===== config.mk =====
export PLATFORM = sky130hd
export DESIGN_NAME = three_phase_overcurrent_qualifier
export DESIGN_NICKNAME = d
export VERILOG_FILES = /design/src/hdl/tpoq_pkg.sv /design/src/hdl/tpoq_cfg_regs.sv /design/src/hdl/tpoq_phase_cmp.sv /design/src/hdl/tpoq_qualify.sv /design/src/hdl/three_phase_overcurrent_qualifier.sv
export SDC_FILE = /design/constraint.sdc
export NUM_CORES = 1
export LEC_CHECK = 0
export ABC_AREA = 1
export BUFFER_PORTS_ARGS = -buffer_cell sky130_fd_sc_hd__buf_4
export CAP_MARGIN = 20
export CORE_ASPECT_RATIO = 0.7
export CORE_UTILIZATION = 60
export CTS_BUF_LIST = sky130_fd_sc_hd__clkbuf_8 sky130_fd_sc_hd__clkbuf_16
export CTS_CLUSTER_SIZE = 24
export DETAILED_ROUTE_END_ITERATION = 10
export GPL_TIMING_DRIVEN = 0
export PLACE_DENSITY = 0.8
export SLEW_MARGIN = 5
export SYNTH_ARGS = -nofsm -noshare
export SYNTH_HDL_FRONTEND = slang
export SYNTH_SLANG_ARGS = --single-unit
export TNS_END_PERCENT = 10

===== constraint.sdc =====
create_clock -name clk -period 7.9 [get_ports clk]
set_input_delay 0 -clock clk [delete_from_list [all_inputs] [get_ports clk]]
set_output_delay 0 -clock clk [all_outputs]
set_load 0.005 [all_outputs]

===== src/hdl/tpoq_pkg.sv =====
`default_nettype none
// ----------------------------------------------------------------------------
// tpoq_pkg
// Shared types and constants for the three-phase overcurrent qualifier.
// ----------------------------------------------------------------------------
package tpoq_pkg;

  localparam int CUR_W     = 16;
  localparam int LIMIT_W   = 15;
  localparam int COUNT_W   = 16;
  localparam int CFG_IDX_W = 2;
  localparam int CFG_DAT_W = 16;

  localparam logic [LIMIT_W-1:0] SOFT_LIMIT_RESET  = LIMIT_W'(20480);
  localparam logic [LIMIT_W-1:0] HARD_LIMIT_RESET  = LIMIT_W'(23680);
  localparam logic [COUNT_W-1:0] COUNT_LIMIT_RESET = COUNT_W'(120);
  localparam logic [COUNT_W-1:0] SETTLE_RESET      = COUNT_W'(10000);
  localparam logic [COUNT_W-1:0] COUNT_MAX         = {COUNT_W{1'b1}};

  typedef enum logic [CFG_IDX_W-1:0] {
    CFG_SOFT_LIMIT  = 2'd0,
    CFG_HARD_LIMIT  = 2'd1,
    CFG_COUNT_LIMIT = 2'd2,
    CFG_SETTLE      = 2'd3
  } cfg_idx_t;

  typedef struct packed {
    logic [LIMIT_W-1:0] soft_limit;
    logic [LIMIT_W-1:0] hard_limit;
    logic [COUNT_W-1:0] count_limit;
  } cfg_t;

  typedef struct packed {
    logic               load;
    logic [COUNT_W-1:0] value;
  } blank_load_t;

  typedef struct packed {
    logic hw_fault;
    logic sw_fault;
    logic sw_fault_immediate;
    logic over_soft;
    logic blanking;
  } result_t;

endpackage
`default_nettype wire


===== src/hdl/tpoq_cfg_regs.sv =====
`default_nettype none
// ----------------------------------------------------------------------------
// tpoq_cfg_regs
// Configuration register file; a settle write stores nothing here and only reloads the blanking counter.
// ----------------------------------------------------------------------------
module tpoq_cfg_regs
  import tpoq_pkg::*;
(
  input  wire logic                 clk,
  input  wire logic                 rst_n,
  input  wire logic                 cfg_we,
  input  wire logic [CFG_IDX_W-1:0] cfg_index,
  input  wire logic [CFG_DAT_W-1:0] cfg_wdata,
  output cfg_t                      cfg,
  output blank_load_t               blank_load
);

  logic [LIMIT_W-1:0] soft_r, soft_nxt;
  logic [LIMIT_W-1:0] hard_r, hard_nxt;
  logic [COUNT_W-1:0] climit_r, climit_nxt;
  cfg_idx_t           idx;

  assign idx = cfg_idx_t'(cfg_index);

  always_comb begin
    soft_nxt         = soft_r;
    hard_nxt         = hard_r;
    climit_nxt       = climit_r;
    blank_load.load  = 1'b0;
    blank_load.value = cfg_wdata[COUNT_W-1:0];
    if (cfg_we) begin
      unique case (idx)
        CFG_SOFT_LIMIT:  soft_nxt        = cfg_wdata[LIMIT_W-1:0];
        CFG_HARD_LIMIT:  hard_nxt        = cfg_wdata[LIMIT_W-1:0];
        CFG_COUNT_LIMIT: climit_nxt      = cfg_wdata[COUNT_W-1:0];
        CFG_SETTLE:      blank_load.load = 1'b1;
        default: ;
      endcase
    end
  end

  always_ff @(posedge clk) begin
    if (!rst_n) begin
      soft_r   <= SOFT_LIMIT_RESET;
      hard_r   <= HARD_LIMIT_RESET;
      climit_r <= COUNT_LIMIT_RESET;
    end else begin
      soft_r   <= soft_nxt;
      hard_r   <= hard_nxt;
      climit_r <= climit_nxt;
    end
  end

  assign cfg.soft_limit  = soft_r;
  assign cfg.hard_limit  = hard_r;
  assign cfg.count_limit = climit_r;

endmodule
`default_nettype wire


===== src/hdl/tpoq_phase_cmp.sv =====
`default_nettype none
// ----------------------------------------------------------------------------
// tpoq_phase_cmp
// Flags when any of three signed phase currents is strictly beyond +-limit.
// ----------------------------------------------------------------------------
module tpoq_phase_cmp
  import tpoq_pkg::*;
(
  input  wire logic signed [CUR_W-1:0]   cur_a,
  input  wire logic signed [CUR_W-1:0]   cur_b,
  input  wire logic signed [CUR_W-1:0]   cur_c,
  input  wire logic        [LIMIT_W-1:0] limit,
  output logic                           beyond
);

  logic [CUR_W-1:0] mag_a, mag_b, mag_c;
  logic [CUR_W-1:0] lim_ext;

  // magnitude of -32768 is 32768, still fits in 16 unsigned bits
  assign mag_a   = cur_a[CUR_W-1] ? (~cur_a + 1'b1) : cur_a;
  assign mag_b   = cur_b[CUR_W-1] ? (~cur_b + 1'b1) : cur_b;
  assign mag_c   = cur_c[CUR_W-1] ? (~cur_c + 1'b1) : cur_c;
  assign lim_ext = {{(CUR_W-LIMIT_W){1'b0}}, limit};

  assign beyond = (mag_a > lim_ext) || (mag_b > lim_ext) || (mag_c > lim_ext);

endmodule
`default_nettype wire


===== src/hdl/tpoq_qualify.sv =====
`default_nettype none
// ----------------------------------------------------------------------------
// tpoq_qualify
// Blanking counter, leaky fault counter and fault decision for one tick.
// ----------------------------------------------------------------------------
module tpoq_qualify
  import tpoq_pkg::*;
(
  input  wire logic                     clk,
  input  wire logic                     rst_n,
  input  cfg_t                          cfg,
  input  blank_load_t                   blank_load,
  input  wire logic                     step,
  input  wire logic signed [CUR_W-1:0]  cur_a,
  input  wire logic signed [CUR_W-1:0]  cur_b,
  input  wire logic signed [CUR_W-1:0]  cur_c,
  input  wire logic                     hw_overcurrent,
  output result_t                       res
);

  logic [COUNT_W-1:0] blank_r, blank_nxt, blank_dec;
  logic [COUNT_W-1:0] leak_r, leak_nxt, leak_inc;
  logic               blank, osoft, ohard, counted;

  tpoq_phase_cmp u_soft_cmp (
    .cur_a (cur_a),
    .cur_b (cur_b),
    .cur_c (cur_c),
    .limit (cfg.soft_limit),
    .beyond(osoft)
  );

  tpoq_phase_cmp u_hard_cmp (
    .cur_a (cur_a),
    .cur_b (cur_b),
    .cur_c (cur_c),
    .limit (cfg.hard_limit),
    .beyond(ohard)
  );

  // decrement happens before the checks of the same tick
  assign blank_dec = (blank_r != '0) ? blank_r - 1'b1 : blank_r;
  assign blank     = (blank_dec != '0);
  assign leak_inc  = (leak_r != COUNT_MAX) ? leak_r + 1'b1 : leak_r;
  assign counted   = osoft && !blank && !ohard;

  always_comb begin
    res.hw_fault           = hw_overcurrent && !blank;
    res.over_soft          = osoft;
    res.blanking           = blank;
    res.sw_fault_immediate = osoft && !blank && ohard;
    res.sw_fault           = res.sw_fault_immediate ||
                             (counted && (leak_inc >= cfg.count_limit));
  end

  always_comb begin
    blank_nxt = blank_r;
    leak_nxt  = leak_r;
    if (step) begin
      blank_nxt = blank_dec;
      if (counted) begin
        leak_nxt = leak_inc;
      end else if (!osoft && leak_r != '0) begin
        leak_nxt = leak_r - 1'b1;
      end
    end
    if (blank_load.load) begin
      blank_nxt = blank_load.value;
    end
  end

  always_ff @(posedge clk) begin
    if (!rst_n) begin
      blank_r <= SETTLE_RESET;
      leak_r  <= '0;
    end else begin
      blank_r <= blank_nxt;
      leak_r  <= leak_nxt;
    end
  end

endmodule
`default_nettype wire


===== src/hdl/three_phase_overcurrent_qualifier.sv =====
`default_nettype none
// ----------------------------------------------------------------------------
// three_phase_overcurrent_qualifier
// Qualifies phase currents and the comparator flag into hw/sw overcurrent faults.
//
//   port group   direction  handshake           payload
//   in_*         input      in_valid/in_stall   current_a/b/c, hw_overcurrent
//   out_*        output     out_valid/out_stall hw_fault, sw_fault, sw_fault_immediate,
//                                               over_soft, blanking
//   cfg_*        input      cfg_we              cfg_index, cfg_wdata
//
// One item per cycle while out_stall is low; items pass through the input register, then the result register.
// Counters update when an item moves from the input register into the result register.
// A stall on a valid output holds the result register, and a full input register;
// in_stall rises only when the input register is full and cannot drain.
// Synchronous reset loads the limit reset values, blanking count 10000, leak count 0.
// ----------------------------------------------------------------------------
module three_phase_overcurrent_qualifier
  import tpoq_pkg::*;
(
  input  wire logic                     clk,
  input  wire logic                     rst_n,
  input  wire logic                     in_valid,
  output logic                          in_stall,
  input  wire logic signed [CUR_W-1:0]  in_current_a,
  input  wire logic signed [CUR_W-1:0]  in_current_b,
  input  wire logic signed [CUR_W-1:0]  in_current_c,
  input  wire logic                     in_hw_overcurrent,
  output logic                          out_valid,
  input  wire logic                     out_stall,
  output logic                          out_hw_fault,
  output logic                          out_sw_fault,
  output logic                          out_sw_fault_immediate,
  output logic                          out_over_soft,
  output logic                          out_blanking,
  input  wire logic                     cfg_we,
  input  wire logic [CFG_IDX_W-1:0]     cfg_index,
  input  wire logic [CFG_DAT_W-1:0]     cfg_wdata
);

  cfg_t              cfg;
  blank_load_t       blank_load;
  result_t           res;
  result_t           res_r;

  logic                    s1_valid_r, s1_valid_nxt;
  logic signed [CUR_W-1:0] cur_a_r, cur_b_r, cur_c_r;
  logic                    hw_r;
  logic                    out_valid_r, out_valid_nxt;
  logic                    move, accept, step;

  tpoq_cfg_regs u_cfg (
    .clk       (clk),
    .rst_n     (rst_n),
    .cfg_we    (cfg_we),
    .cfg_index (cfg_index),
    .cfg_wdata (cfg_wdata),
    .cfg       (cfg),
    .blank_load(blank_load)
  );

  // result register can take a new transfer when empty or being drained
  assign move     = !out_valid_r || !out_stall;
  assign in_stall = s1_valid_r && !move;
  assign accept   = in_valid && !in_stall;
  assign step     = move && s1_valid_r;

  always_comb begin
    s1_valid_nxt = s1_valid_r;
    if (accept) begin
      s1_valid_nxt = 1'b1;
    end else if (move) begin
      s1_valid_nxt = 1'b0;
    end
    out_valid_nxt = move ? s1_valid_r : out_valid_r;
  end

  always_ff @(posedge clk) begin
    if (!rst_n) begin
      s1_valid_r  <= 1'b0;
      out_valid_r <= 1'b0;
    end else begin
      s1_valid_r  <= s1_valid_nxt;
      out_valid_r <= out_valid_nxt;
    end
  end

  always_ff @(posedge clk) begin
    if (accept) begin
      cur_a_r <= in_current_a;
      cur_b_r <= in_current_b;
      cur_c_r <= in_current_c;
      hw_r    <= in_hw_overcurrent;
    end
    if (step) begin
      res_r <= res;
    end
  end

  tpoq_qualify u_qual (
    .clk           (clk),
    .rst_n         (rst_n),
    .cfg           (cfg),
    .blank_load    (blank_load),
    .step          (step),
    .cur_a         (cur_a_r),
    .cur_b         (cur_b_r),
    .cur_c         (cur_c_r),
    .hw_overcurrent(hw_r),
    .res           (res)
  );

  assign out_valid              = out_valid_r;
  assign out_hw_fault           = res_r.hw_fault;
  assign out_sw_fault           = res_r.sw_fault;
  assign out_sw_fault_immediate = res_r.sw_fault_immediate;
  assign out_over_soft          = res_r.over_soft;
  assign out_blanking           = res_r.blanking;

endmodule
`default_nettype wire


### Word level (Yosys, flattened, before mapping)

Index checks and enable logic that the tools add are counted.

* register bits after elaboration: 134
* word-level logic and storage cells: 82

* multiplexer cells: 13
* add/sub/neg operators: 6
* eq/ne operators: 4
* reduce and logical (&&, ||, !) cells: 33
* bitwise gates (word level): 3
* magnitude comparators: 7

Operator list (count)
* 2-to-1 mux 16 bit: 9
* greater-than comparator 16 x 15 -> 1 bit: 6
* adder 16 x 1 -> 16 bit, second input constant: 4
* NOT 16 bit: 3
* nonzero test 16 bit: 3
* subtractor 16 x 1 -> 16 bit, second input constant: 2
* >= comparator 16 bit: 1
* inequality test 16 bit, second input constant: 1
* logical AND 1 bit: 9
* AND reduction 2 bit: 4
* logical NOT 1 bit: 7
* logical OR 1 bit: 6
* nonzero test 2 bit: 3
* equality test 2 bit, second input constant: 2
* 2-to-1 mux 1 bit: 4
* equality test 2 x 1 -> 1 bit, second input constant: 1
* logical NOT 2 bit: 1

### Logic depth before layout (Yosys ltp)

* word-level depth: 10
* gate-level depth with buffers: 28

### Modules after synthesis

From an unflattened synthesis, not the netlist that was laid out.

* cells, all modules: 1667
* area total of the unflattened synthesis: 11459.7 sq um

Modules (own cells, without submodules)
* tpoq_qualify: sequential area each 640.6 sq um, cells each 560, times used 1, area an instance 3260.6 sq um
* tpoq_phase_cmp (u_qual.u_hard_cmp): sequential area each 0.0 sq um, cells each 379, times used 1, area an instance 2208.4 sq um
* tpoq_phase_cmp (u_qual.u_soft_cmp): sequential area each 0.0 sq um, cells each 364, times used 1, area an instance 2192.1 sq um
* tpoq_cfg_regs: sequential area each 920.9 sq um, cells each 297, times used 1, area an instance 2082.0 sq um
* three_phase_overcurrent_qualifier: sequential area each 1661.6 sq um, cells each 67, times used 1, area an instance 1716.6 sq um

### Least setup slack after synthesis

OpenSTA, ideal clock, no wires.

* path kind: flip-flop to flip-flop
* from: register cur_c_r[0]
* to: register u_qual.leak_r[11]
* path buffers: 1
* cell stages (with the launch flop): 24
* setup slack: 4.517 ns
* clock period less this slack: 3.383 ns
* arrival: 3.270 ns
* cells stage by stage: edfxtp_1 > inv_1 > ha_1 > inv_1 > nor3_1 > nand2_1 > or3_1 > nor3_1 > nand2_1 > o21ai_0 > xnor2_1 > ha_1 > nand2_1 > nor3_1 > nand3_1 > nand2_1 > nand3_1 > nor2_1 > nand3_2 > nand2_1 > nand2_2 > buf_2 > nor2_1 > nor2_1

* cells in the longest elaborated chain, start to end: 9

Ends and longest elaborated chain
* start, declared: line three_phase_overcurrent_qualifier.sv:47 `logic signed [CUR_W-1:0] cur_a_r, cur_b_r, cur_c_r;`
* start signal, assigned: line three_phase_overcurrent_qualifier.sv:92 `cur_c_r <= in_current_c;`
* NOT 16 bit: line tpoq_phase_cmp.sv:22 `assign mag_c = cur_c[CUR_W-1] ? (~cur_c + 1'b1) : cur_c;`
* adder 16 x 1 -> 16 bit: line tpoq_phase_cmp.sv:22
* 2-to-1 mux 16 bit *: line tpoq_phase_cmp.sv:22
* greater-than comparator 16 x 15 -> 1 bit: line tpoq_phase_cmp.sv:25 `assign beyond = (mag_a > lim_ext) || (mag_b > lim_ext) || (mag_c > lim_ext);`
* logical OR 1 bit: line tpoq_phase_cmp.sv:25
* logical NOT 1 bit, or another cell as far along: line tpoq_qualify.sv:63 `end else if (!osoft && leak_r != '0) begin`
* logical AND 1 bit, on equally long branches: line tpoq_qualify.sv:63, tpoq_qualify.sv:45
* nonzero test 2 bit (no source line)
* AND reduction 2 bit (no source line)
* end signal, assigned: line tpoq_qualify.sv:78 `leak_r <= leak_nxt;`
* end, declared: line tpoq_qualify.sv:22 `logic [COUNT_W-1:0] leak_r, leak_nxt, leak_inc;`

Mark *: on every way between the ends. The rest lies on a longest branch, timed or not.
A chain may end at the register's enable or synchronous reset.

### Final worst setup path

* from: register cur_c_r[0]
* to: register u_qual.leak_r[8]

Same word-level chain as after synthesis.

==> flow_metrics.py <==
metrics = {
    "clock_tree": {
        "clockBufferDepth": 2,
        "clock_tree.root_cell": "clkbuf_16",
        "cts_resized": 0,
        "cts.sinks": 134,
        "htree_levels": 4,
        "cts_buffers": 17,
        "clk-insertion-delay-late_ps": 430,
        "cts_tree": "done",
        "ctsHoldBuffers": 68,
        "clkTransAtPathRegs_ps": 70,
        "postCtsSetupRepairBufs": 0,
    },
    "worst_setup_path": {
        "reg2reg_from": "cur_c_r[0]",
        "regToRegEndpoint": "u_qual.leak_r[8]",
        "cp-start-kind": "flip-flop",
        "worstPathRequired_ps": 8220,
        "criticalPathCategory": "reg2reg",
        "arrival_ps": 4520,
        "endpoint_kind": "flip-flop",
        "rrSetupSlack_ps": 3710,
        "cp_max_fo": 10,
        "worst_r2r_path_depth": 23,
    },
    "place": {
        "post-dp-hpwl_um": 20400,
        "port_buffers": 77,
        "dpl_worst_slack_ps": 3810,
        "dp.cells": 1623,
        "place.gp.congestion": 0.995,
    },
    "sta": {
        "period_share": 0.531,
        "worst_pin_slew_ps": 555,
        "drv_slew": 0,
        "skew_ps": 10.4,
        "setup_viol": 0,
        "rsz0062_at_grt": "no",
        "max-slew-margin-rel": 0.626,
        "worst_slack_ps": 3710,
        "max_freq_mhz": 238,
        "setup-tns-final_ps": 0,
        "period_needed_ps": 4190,
        "hold_viol": 0,
    },
    "logic_synthesis": {
        "syn_area_mm2": 0.00967,
        "synth_area_leader_cell": "edfxtp_1",
        "synthFlopType": "dfxtp_1",
        "yosysMostFrequentCell": "nand2_1",
        "syn_inst": 1345,
        "ys_top_cells_by_area": "edfxtp_1 (17%), dfxtp_1 (17%), ha_1 (15%), nand2_1 (13%), inv_1 (7.3%)",
        "yosys.area.top_type_share": 0.168,
        "yosysWarnings": 0,
        "synthArstFlopShare": 0,
        "syn_nets": 1531,
        "synthTopCellsByCount": "nand2_1 (331), inv_1 (188), nor2_1 (168)",
        "synth-edff-count": 54,
        "postSynthAreaPerCell_um2": 7.19,
        "ys_types": 38,
        "ys_ff_latch": 134,
        "yosysSeqAreaShare": 0.333,
    },
    "route": {
        "wire_per_inst_um": 16.1,
        "remaining_drc_errors": 0,
        "drtIter0Drc": 1024,
        "first_pass_iters": 6,
        "viasPerCell": 5.55,
        "vias": 9555,
        "ant_nets": 0,
        "drt_wl_total_um": 27800,
    },
    "min_path": {
        "holdPathStages": 3,
        "holdCritPathClass": "in2reg",
        "whs_endpoint": "u_cfg.climit_r[3]",
        "hp-start": "cfg_index[0]",
    },
    "power_and_ir_drop": {
        "clkPwrFrac": 0.325,
        "peakVddDrop_mv": 0.167,
        "cellLeakagePower_nw": 5.67,
        "sw_frac_of_total": 0.371,
        "p_per_area_mw_per_mm2": 204,
        "pwr-share-seq": 0.338,
        "p_int_w": 0.00151,
        "power_switching_w": 0.000888,
        "power_w": 0.00240,
        "comb_power_share": 0.337,
    },
    "grt": {
        "grt_pass1_wl_um": 43800,
        "grt_util_all_layers": 0.343,
        "grt_start_max_net_pins": 38,
        "grt_overflow": 0,
        "antenna_found_initial": 0,
        "grt_pass1_vias": 8880,
    },
    "die": {
        "die-area_mm2": 0.0166,
        "die_w_um": 154,
        "io_pins": 79,
        "start_util": 0.618,
        "die_h_um": 108,
        "std_cell_rows": 38,
        "core_area_mm2": 0.0156,
    },
    "final_layout": {
        "fin_nets": 1696,
        "diodes": 0,
        "syn_to_final_growth_pct": 21.6,
        "drive_gt1_frac": 0.0900,
        "multi_input_area_mm2": 0.00558,
        "final-seq-area_mm2": 0.00322,
        "fill_cells": 1190,
        "finalNonFillerCells": 1723,
    },
    "status": {
        "status": "finished, final reports clean",
    },
    "job": {
        "maxCapViolations": 0,
    },
}
==> layout make-up <==
type | count | share of cell area
Multi-Input combinational cell | 988 | 0.474
Sequential cell | 134 | 0.274
Inverter | 194 | 0.0619
Clock inverter | 15 | 0.0115
Tap cell | 200 | 0.0213
Buffer | 29 | 0.0120
Clock buffer | 17 | 0.0362
Timing Repair Buffer | 146 | 0.109
==> worst max path at each step <==
stage	startpoint	to	slack, ps	cells after the start
after global routing	cur_c_r[0]	u_qual.leak_r[6]	3360	23
after CTS	cur_c_r[0]	u_qual.leak_r[5]	3780	23
after floorplan	cur_c_r[0]	u_qual.leak_r[11]	4520	23
after detailed placement	cur_c_r[0]	u_qual.leak_r[6]	3810	23
final	cur_c_r[0]	u_qual.leak_r[8]	3710	23
after global placement	cur_c_r[0]	u_qual.leak_r[12]	3830	23
==> sequential cells by signal, summed over array words and instances (netlist names), 15 cells and up <==
name / flops
u_cfg.hard_r: 15
u_qual.blank_r: 16
u_qual.leak_r: 16
cur_c_r: 16
cur_b_r: 16
cur_a_r: 16
u_cfg.soft_r: 15
u_cfg.climit_r: 16
==> per-layer routing <==
layer | wire length (um) | global-route usage | up-vias
met5 | 0 | 0 | -
met4 | 510 | 0.104 | 0
met3 | 2900 | 0.0770 | 46
met2 | 11800 | 0.531 | 454
met1 | 12600 | 0.478 | 4333
li1 | - | - | 4722
==> critical path: stages (launching register included) <==
cell	delay, ps
edfxtp_1	360
inv_1	140
ha_1	170
inv_1	50
nor3_1	200
nand2_1	110
or3_1	350
nor3_1	200
nand2_1	110
o21ai_0	210
xnor2_1	130
ha_1	310
nand2_1	70
nor3_1	300
nand3_1	120
nand2_1	100
nand3_1	160
nor2_1	280
nand3_2	160
nand2_1	100
nand2_2	70
buf_2	210
nor2_1	130
nor2_1	50
==> power by group through the flow <==
stage	Sequential [W]	Combinational, W	Clock, W
after floorplan	0.000812	0.000566	0
after CTS	0.000807	0.000787	0.000773
final	0.000809	0.000808	0.000778
after global routing	0.000814	0.000914	0.000804
after detailed placement	0.000822	0.000750	0
after global placement	0.000822	0.000724	0
==> placed cells by master (no fill, tap or decap), drive strengths merged, types with 4 or more instances in the layout <==
cell type,Yosys,final
o211ai,14,14
buf,11,89
nand2,333,333
clkbuf,18,35
ha,114,114
xnor2,17,17
dfxtp,80,80
a31oi,15,15
a21oi,88,88
clkinv,2,6
inv,192,203
nor3,22,22
dlygate4sd3,0,68
o21ai,75,75
o21a,4,4
nand3,48,48
nor2,172,172
edfxtp,54,54
nand4,16,16
xor2,48,48
==> cell families after synthesis <==
kind of cell             share of synthesized area
AND/OR/NAND/NOR                              0.253
adder cells (fa/ha/maj)                      0.148
AO/OA/AOI/OAI                                0.117
buffers and inverters                       0.0899
flip-flops                                   0.333
XOR/XNOR                                    0.0589
==> stage by stage <==
step	cell area [um2]	hold slack, ps	utilization
after floorplan	9670	98.9	-
after global placement	10500	178	0.671
after detailed placement	10500	179	0.672
after CTS	11800	13.0	0.752
after global routing	11800	60.3	0.752
final	11800	25.7	0.752
(Power assumes the default switching activity.)
